$ cat src/rtl/gpioei_pkg.sv
// Shared types, codes and constants of the GPIO port with edge interrupts.
package gpioei_pkg;

	// Default and largest supported number of pins.
	localparam int unsigned PinCountDefault = 8;
	localparam int unsigned MaxPins = 16;

	// Fixed widths of the external ports.
	localparam int unsigned DataW = 32;
	localparam int unsigned PortW = 8;
	localparam int unsigned NibbleW = 4;

	// Bits of one pin's configuration nibble.
	localparam int unsigned ModeLsb = 0;
	localparam int unsigned ModeMsb = 1;
	localparam int unsigned OpenDrainBit = 2;

	// Commands carried by an input word.
	typedef enum logic [1:0] {
		CMD_READ   = 2'b00,
		CMD_WRITE  = 2'b01,
		CMD_SAMPLE = 2'b10,
		CMD_NONE   = 2'b11
	} cmd_t;

	// Register map.
	typedef enum logic [3:0] {
		REG_CONFIG  = 4'd0,
		REG_INPUT   = 4'd1,
		REG_OUTPUT  = 4'd2,
		REG_SET     = 4'd3,
		REG_CLEAR   = 4'd4,
		REG_IRQ_EN  = 4'd5,
		REG_RISE_EN = 4'd6,
		REG_FALL_EN = 4'd7,
		REG_PENDING = 4'd8
	} reg_idx_t;

	// One input word.
	typedef struct packed {
		logic [1:0]       command;
		logic [3:0]       reg_index;
		logic [DataW-1:0] write_data;
		logic [PortW-1:0] pins_in;
	} item_t;

	// One result word.
	typedef struct packed {
		logic [DataW-1:0] read_data;
		logic [PortW-1:0] pins_drive;
		logic [PortW-1:0] pins_enable;
		logic             irq;
	} result_t;

endpackage

$ cat src/rtl/gpio_port_with_edge_interrupts.sv
// Top level of the GPIO port with edge interrupts: input stage and result register.
//
// Each input word is a register read, a register write or a sample of the
// pin levels, handed over on in_valid / in_stall. Each word yields exactly
// one result word on out_valid / out_stall: read data (zero unless a read),
// the output levels, the per-pin drive enables and the interrupt request,
// all as they stand after that word.
// A word is registered in the input stage on acceptance; once the result
// register is free or emptying, it passes through the register update logic
// into the result register, from which its result is offered.
// One word per cycle is sustained while out_stall is low; the single register
// update per cycle sets that figure.
// Reset (arst_n low) clears every port register and empties both stages.
// While the result is stalled it holds; a second word still enters the input
// stage, and in_stall rises only once both stages are full.
module gpio_port_with_edge_interrupts #(
	parameter int unsigned PIN_COUNT = gpioei_pkg::PinCountDefault
) (
	input  logic                          clk,
	input  logic                          arst_n,
	input  logic                          in_valid,
	output logic                          in_stall,
	input  logic [1:0]                    command,
	input  logic [3:0]                    reg_index,
	input  logic [gpioei_pkg::DataW-1:0]  write_data,
	input  logic [gpioei_pkg::PortW-1:0]  pins_in,
	output logic                          out_valid,
	input  logic                          out_stall,
	output logic [gpioei_pkg::DataW-1:0]  read_data,
	output logic [gpioei_pkg::PortW-1:0]  pins_drive,
	output logic [gpioei_pkg::PortW-1:0]  pins_enable,
	output logic                          irq
);

	logic                valid_s1;
	gpioei_pkg::item_t   item_s1;
	logic                valid_s2;
	gpioei_pkg::result_t res_s2;
	gpioei_pkg::result_t res_d;
	logic                advance;
	logic                fire;
	logic                accept;

	// The input stage moves on whenever the result register is free or emptying.
	assign advance  = !valid_s2 || !out_stall;
	assign fire     = valid_s1 && advance;
	assign in_stall = valid_s1 && !advance;
	assign accept   = in_valid && !in_stall;

	// Input stage valid flag.
	always_ff @(posedge clk or negedge arst_n) begin
		if (!arst_n) begin
			valid_s1 <= 1'b0;
		end else if (accept) begin
			valid_s1 <= 1'b1;
		end else if (fire) begin
			valid_s1 <= 1'b0;
		end
	end

	// Input stage payload.
	always_ff @(posedge clk) begin
		if (accept) begin
			item_s1.command    <= command;
			item_s1.reg_index  <= reg_index;
			item_s1.write_data <= write_data;
			item_s1.pins_in    <= pins_in;
		end
	end

	gpioei_core #(
		.PIN_COUNT(PIN_COUNT)
	) u_core (
		.clk    (clk),
		.arst_n (arst_n),
		.fire   (fire),
		.item   (item_s1),
		.result (res_d)
	);

	// Result register valid flag.
	always_ff @(posedge clk or negedge arst_n) begin
		if (!arst_n) begin
			valid_s2 <= 1'b0;
		end else if (advance) begin
			valid_s2 <= valid_s1;
		end
	end

	// Result register payload.
	always_ff @(posedge clk) begin
		if (fire) begin
			res_s2 <= res_d;
		end
	end

	assign out_valid   = valid_s2;
	assign read_data   = res_s2.read_data;
	assign pins_drive  = res_s2.pins_drive;
	assign pins_enable = res_s2.pins_enable;
	assign irq         = res_s2.irq;

endmodule

$ cat src/rtl/gpioei_core.sv
// Register file, edge detection and result logic of the GPIO port.
module gpioei_core #(
	parameter int unsigned PIN_COUNT = gpioei_pkg::PinCountDefault
) (
	input  logic                clk,
	input  logic                arst_n,
	input  logic                fire,
	input  gpioei_pkg::item_t   item,
	output gpioei_pkg::result_t result
);

	localparam int unsigned CfgW =
		(gpioei_pkg::NibbleW * PIN_COUNT > gpioei_pkg::DataW) ?
		gpioei_pkg::DataW : gpioei_pkg::NibbleW * PIN_COUNT;
	localparam int unsigned DrvN =
		(PIN_COUNT < gpioei_pkg::PortW) ? PIN_COUNT : gpioei_pkg::PortW;

	logic [CfgW-1:0]      cfg_q, cfg_d;
	logic [PIN_COUNT-1:0] lvl_q, lvl_d;
	logic [PIN_COUNT-1:0] smp_q, smp_d;
	logic [PIN_COUNT-1:0] ien_q, ien_d;
	logic [PIN_COUNT-1:0] ren_q, ren_d;
	logic [PIN_COUNT-1:0] fen_q, fen_d;
	logic [PIN_COUNT-1:0] pnd_q, pnd_d;

	logic [gpioei_pkg::MaxPins-1:0] pins_wide;
	logic [PIN_COUNT-1:0]           now;
	logic [PIN_COUNT-1:0]           wdata;
	logic [gpioei_pkg::DataW-1:0]   rdata;
	logic [gpioei_pkg::PortW-1:0]   drv_en;

	// Write data and sampled levels trimmed to the pins that exist.
	assign pins_wide = gpioei_pkg::MaxPins'(item.pins_in);
	assign now       = pins_wide[PIN_COUNT-1:0];
	assign wdata     = item.write_data[PIN_COUNT-1:0];

	// Next state and read data for the word in hand.
	always_comb begin
		cfg_d = cfg_q;
		lvl_d = lvl_q;
		smp_d = smp_q;
		ien_d = ien_q;
		ren_d = ren_q;
		fen_d = fen_q;
		pnd_d = pnd_q;
		rdata = '0;
		unique case (gpioei_pkg::cmd_t'(item.command))
			gpioei_pkg::CMD_READ: begin
				unique case (gpioei_pkg::reg_idx_t'(item.reg_index))
					gpioei_pkg::REG_CONFIG:  rdata = gpioei_pkg::DataW'(cfg_q);
					gpioei_pkg::REG_INPUT:   rdata = gpioei_pkg::DataW'(smp_q);
					gpioei_pkg::REG_OUTPUT:  rdata = gpioei_pkg::DataW'(lvl_q);
					gpioei_pkg::REG_IRQ_EN:  rdata = gpioei_pkg::DataW'(ien_q);
					gpioei_pkg::REG_RISE_EN: rdata = gpioei_pkg::DataW'(ren_q);
					gpioei_pkg::REG_FALL_EN: rdata = gpioei_pkg::DataW'(fen_q);
					gpioei_pkg::REG_PENDING: rdata = gpioei_pkg::DataW'(pnd_q);
					default:                 rdata = '0;
				endcase
			end
			gpioei_pkg::CMD_WRITE: begin
				unique case (gpioei_pkg::reg_idx_t'(item.reg_index))
					gpioei_pkg::REG_CONFIG:  cfg_d = item.write_data[CfgW-1:0];
					gpioei_pkg::REG_OUTPUT:  lvl_d = wdata;
					gpioei_pkg::REG_SET:     lvl_d = lvl_q | wdata;
					gpioei_pkg::REG_CLEAR:   lvl_d = lvl_q & ~wdata;
					gpioei_pkg::REG_IRQ_EN:  ien_d = wdata;
					gpioei_pkg::REG_RISE_EN: ren_d = wdata;
					gpioei_pkg::REG_FALL_EN: fen_d = wdata;
					gpioei_pkg::REG_PENDING: pnd_d = pnd_q & ~wdata;
					default: ;
				endcase
			end
			gpioei_pkg::CMD_SAMPLE: begin
				// A selected edge since the last sample sets the pending flag.
				pnd_d = pnd_q | (now & ~smp_q & ren_q) | (~now & smp_q & fen_q);
				smp_d = now;
			end
			default: ;
		endcase
	end

	// A pin drives when its mode is nonzero; open drain drives only a low level.
	always_comb begin
		drv_en = '0;
		for (int p = 0; p < DrvN; p++) begin
			drv_en[p] = (cfg_d[gpioei_pkg::NibbleW*p + gpioei_pkg::ModeLsb +: 2] != 2'b00) &&
				(!cfg_d[gpioei_pkg::NibbleW*p + gpioei_pkg::OpenDrainBit] || !lvl_d[p]);
		end
	end

	// Result reflects the state after this word.
	assign result.read_data   = rdata;
	assign result.pins_drive  = gpioei_pkg::PortW'(lvl_d);
	assign result.pins_enable = drv_en;
	assign result.irq         = |(pnd_d & ien_d);

	// Port state registers, updated as each word leaves the input stage.
	always_ff @(posedge clk or negedge arst_n) begin
		if (!arst_n) begin
			cfg_q <= '0;
			lvl_q <= '0;
			smp_q <= '0;
			ien_q <= '0;
			ren_q <= '0;
			fen_q <= '0;
			pnd_q <= '0;
		end else if (fire) begin
			cfg_q <= cfg_d;
			lvl_q <= lvl_d;
			smp_q <= smp_d;
			ien_q <= ien_d;
			ren_q <= ren_d;
			fen_q <= fen_d;
			pnd_q <= pnd_d;
		end
	end

endmodule

$ cat config.mk
export PLATFORM = sky130hd
export DESIGN_NAME = gpio_port_with_edge_interrupts
export DESIGN_NICKNAME = d
export VERILOG_FILES = /design/src/rtl/gpioei_pkg.sv /design/src/rtl/gpio_port_with_edge_interrupts.sv /design/src/rtl/gpioei_core.sv
export SDC_FILE = /design/constraint.sdc
export NUM_CORES = 1
export LEC_CHECK = 0
export ABC_AREA = 1
export BUFFER_PORTS_ARGS = -buffer_cell sky130_fd_sc_hd__buf_2
export CORE_AREA = 2 2 133 135
export DETAILED_ROUTE_END_ITERATION = 6
export DIE_AREA = 0 0 135 137
export PLACE_DENSITY_LB_ADDON = 0.12
export SLEW_MARGIN = 25
export SYNTH_ARGS = -nofsm -noshare
export SYNTH_HDL_FRONTEND = slang
export SYNTH_SLANG_ARGS = --single-unit
export TNS_END_PERCENT = 50
$ cat constraint.sdc
create_clock -name clk -period 5.4 [get_ports clk]
set_clock_uncertainty 0.2 [all_clocks]
set_input_delay 0.27 -clock clk [delete_from_list [all_inputs] [get_ports clk]]
set_output_delay 0.27 -clock clk [all_outputs]
set_load 0.03 [all_outputs]
==> impl_metrics.csv <==
group,metric,value,unit
yosys,yosysSeqAreaShare,63.7,%
critical_path,rr_endpoint,"pins_enable[1]$_DFFE_PP_",
timing,finalMaxSlewViolations,0,
timing,finalSetupViolCount,0,
run_status,status,"complete, no violations",
global_routing,grt_pass1_wl,29.3,mm
floorplanning,rows,48,
floorplanning,core,17100,um^2
routing,via_count,5921,
critical_path,r2r_start,"item_s1[41]$_DFFE_PP_",
cells_and_area,num_antenna_cells,0,
floorplanning,io_pins,101,
yosys,syn-cell-area,7700,um^2
critical_path,cp-start-kind,"flop",
clock_network,h-tree-depth,4,
cells_and_area,instances_no_fill,1181,
pwr,power_density,397,nW/um^2
routing,vias_per_cell,5.01,
placed_design,dpl.hpwl,12.0,mm
worst_hold_path,min_path_cells,2,
timing,hold_viol_final,0,
cells_and_area,ff_latch_area,4900,um^2
cells_and_area,area_delta_synth_final,22.5,%
yosys,synth_seq_cells,177,
clock_network,post_cts_buffers,0,
critical_path,critPathArrivalTime,2.93,ns
routing,drc,0,
cells_and_area,multi_input_area,2250,um^2
global_routing,grtUsageTotal,20.9,%
global_routing,grt_max_degree,83,
yosys,synth_cell_types,29,
floorplanning,dieArea,18500,um^2
routing,routedWlPerCell,15.7,um
timing,tightestPinTransition,0.900,ns
timing,fmax,339,MHz
timing,fin_crit_sh,54.6,%
worst_hold_path,min_from,"item_s1[19]$_DFFE_PP_",
timing,setup_tns,0,ns
clock_network,numCtsBuffers,17,
clock_network,cts_tree,"built",
placed_design,portBuffers,100,
cells_and_area,finish.utilization,55.3,%
clock_network,cts_sinks,177,
yosys,syn-num-nets,853,
yosys,ys_warn_count,0,
routing,firstDrtPassIters,5,
clock_network,cts_buffer_depth,2,
global_routing,antenna_found_initial,0,
critical_path,cp_max_fo,46,
cells_and_area,post_route_cells_drive_above_1_share,15.9,%
worst_hold_path,hold_path_end,"u_core.cfg_q[11]$_DFFE_PN0P_",
clock_network,insertion_delay,0.43,ns
timing,finalCriticalPeriod,2.95,ns
critical_path,reg2regPathDepth,7,
routing,routed_wl,18.6,mm
yosys,syn_avg_cell_area,9.63,um^2
critical_path,ff2ff_setup_slack,2.45,ns
cells_and_area,n_fill_cell,1524,
routing,antenna_left,0,
clock_network,path_clk_slew,0.08,ns
placed_design,gp_congestion,0.859,
floorplanning,initial_core_util,45.2,%
pwr,peakVddDrop,0.232,mV
cells_and_area,regMostFlops,"item_s1",
cells_and_area,largest_reg_flops,46,
timing,hold_slack,0.260,ns
floorplanning,die_w,135,um
flow_run,timing.max_cap.violations,0,
timing,rsz0062_at_grt,"no",
critical_path,cp_data_required_time,5.38,ns
critical_path,worstSetupEndpointType,"flop",
cells_and_area,nNetsFinal,996,
global_routing,grt_pass1_vias,5695,
global_routing,gr-total-overflow,0,
clock_network,cts_root_buf,"clkbuf_16",
yosys,syn-instance-count,800,
placed_design,place_inst,1100,
floorplanning,die_h,137,um
critical_path,path_class,"reg2reg",
timing,max_slew_margin,39.9,%
routing,first_iter_violations,581,
worst_hold_path,hold_path.class,"reg2reg",
pwr,leakage,4.12,nW
## cell type report
class                      instances  area share (%)
clock buffer                      17            4.51
tap                              225            2.98
timing repair buffer             151            10.7
inverter                         109            4.36
clock inverter                    15            1.53
multi-input combinational        487            23.9
sequential                       177            52.0
## cells in the mapped netlist, drive strengths merged
| library cell | instances | area, um^2 |
|---|---|---|
| buf | 16 | 91.3 |
| o31ai | 1 | 7.51 |
| a31oi | 3 | 18.8 |
| dfrtp | 82 | 2050 |
| clkbuf | 11 | 41.3 |
| nor3 | 28 | 151 |
| edfxtp | 95 | 2850 |
| o211ai | 2 | 15.0 |
| nor2 | 32 | 143 |
| o21ai | 109 | 546 |
| ha | 3 | 37.5 |
| a21boi | 7 | 52.6 |
| nand3 | 43 | 215 |
| nand4 | 1 | 6.26 |
| nand2 | 226 | 871 |
| o22ai | 16 | 100 |
| a21oi | 16 | 91.3 |
| inv | 109 | 409 |
## what timing repair did
action	4_1_cts	5_1_grt
gates resized for setup	0	0
endpoints found under the setup margin	0	0
hold endpoints to repair	130	0
hold buffers	49	0
## kinds of logic (layout without fill, tap and decap cells)
logic type | after synthesis | count (layout) | share of synthesized area, %
AOI/OAI and AO/OA | 154 | 154 | 10.8
adders and majority gates | 3 | 3 | 0.487
buffers and inverters | 136 | 292 | 7.03
DFF | 177 | 177 | 63.7
and+or+nand+nor | 330 | 330 | 18.0
## per-stage QoR
stage	area (um^2)	total power, mW	setup WS [ns]
after CTS	9430	3.77	2.42
after global placement	8370	2.53	2.61
final	9430	3.75	2.45
after global routing	9430	3.95	2.14
after floorplan	7700	2.33	2.19
after detailed placement	8370	2.56	2.43
## per-layer routing
layer / global-route usage [%] / share of wire (%)
met2: 34.6 / 49
met5: 0 / 0
met1: 27.6 / 44
met3: 4.41 / 4.7
met4: 7.06 / 1.7
## critical path, stage by stage (launching register included)
cell	delay [ns]
edfxtp_1	0.50
nor2_2	0.48
nand2_4	0.36
inv_2	0.15
nand2_2	0.41
o21ai_0	0.37
nand2_1	0.07
a21boi_1	0.13
## layout by cell type, fill, tap and decap left out, types with 3 or more instances in the layout
cell           Yosys  final
a21boi_1           7      7
a21oi_1           15     15
a31oi_1            3      3
buf_2             10     99
clkbuf_16          0     17
clkinv_2           0      4
dfrtp_1           82     82
dlygate4sd3_1      0     49
edfxtp_1          95     95
ha_1               3      3
inv_1            106    103
inv_2              3      4
inv_8              0      6
nand2_1          221    221
nand2_2            3      3
nand3_1           43     43
nor2_1            27     27
nor2_2             3      3
nor3_1            27     27
o21ai_0          108    108
o22ai_1           16     16
## power breakdown
part           total, mW  switching [mW]  internal [mW]
Combinational      0.735           0.504          0.230
Clock               1.19           0.576          0.613
Sequential          1.82           0.122           1.70
Total               3.75            1.20           2.55
## worst max-delay path by stage
| stage | startpoint | end |
|---|---|---|
| after floorplan | out_valid$_DFFE_PN0P_ | irq$_DFFE_PP_ |
| after global placement | item_s1[41]$_DFFE_PP_ | pins_enable[6]$_DFFE_PP_ |
| after detailed placement | item_s1[41]$_DFFE_PP_ | pins_enable[1]$_DFFE_PP_ |
| after CTS | item_s1[41]$_DFFE_PP_ | pins_enable[1]$_DFFE_PP_ |
| after global routing | item_s1[41]$_DFFE_PP_ | pins_enable[6]$_DFFE_PP_ |
| final | item_s1[41]$_DFFE_PP_ | pins_enable[1]$_DFFE_PP_ |
(Power assumes the default switching activity.)
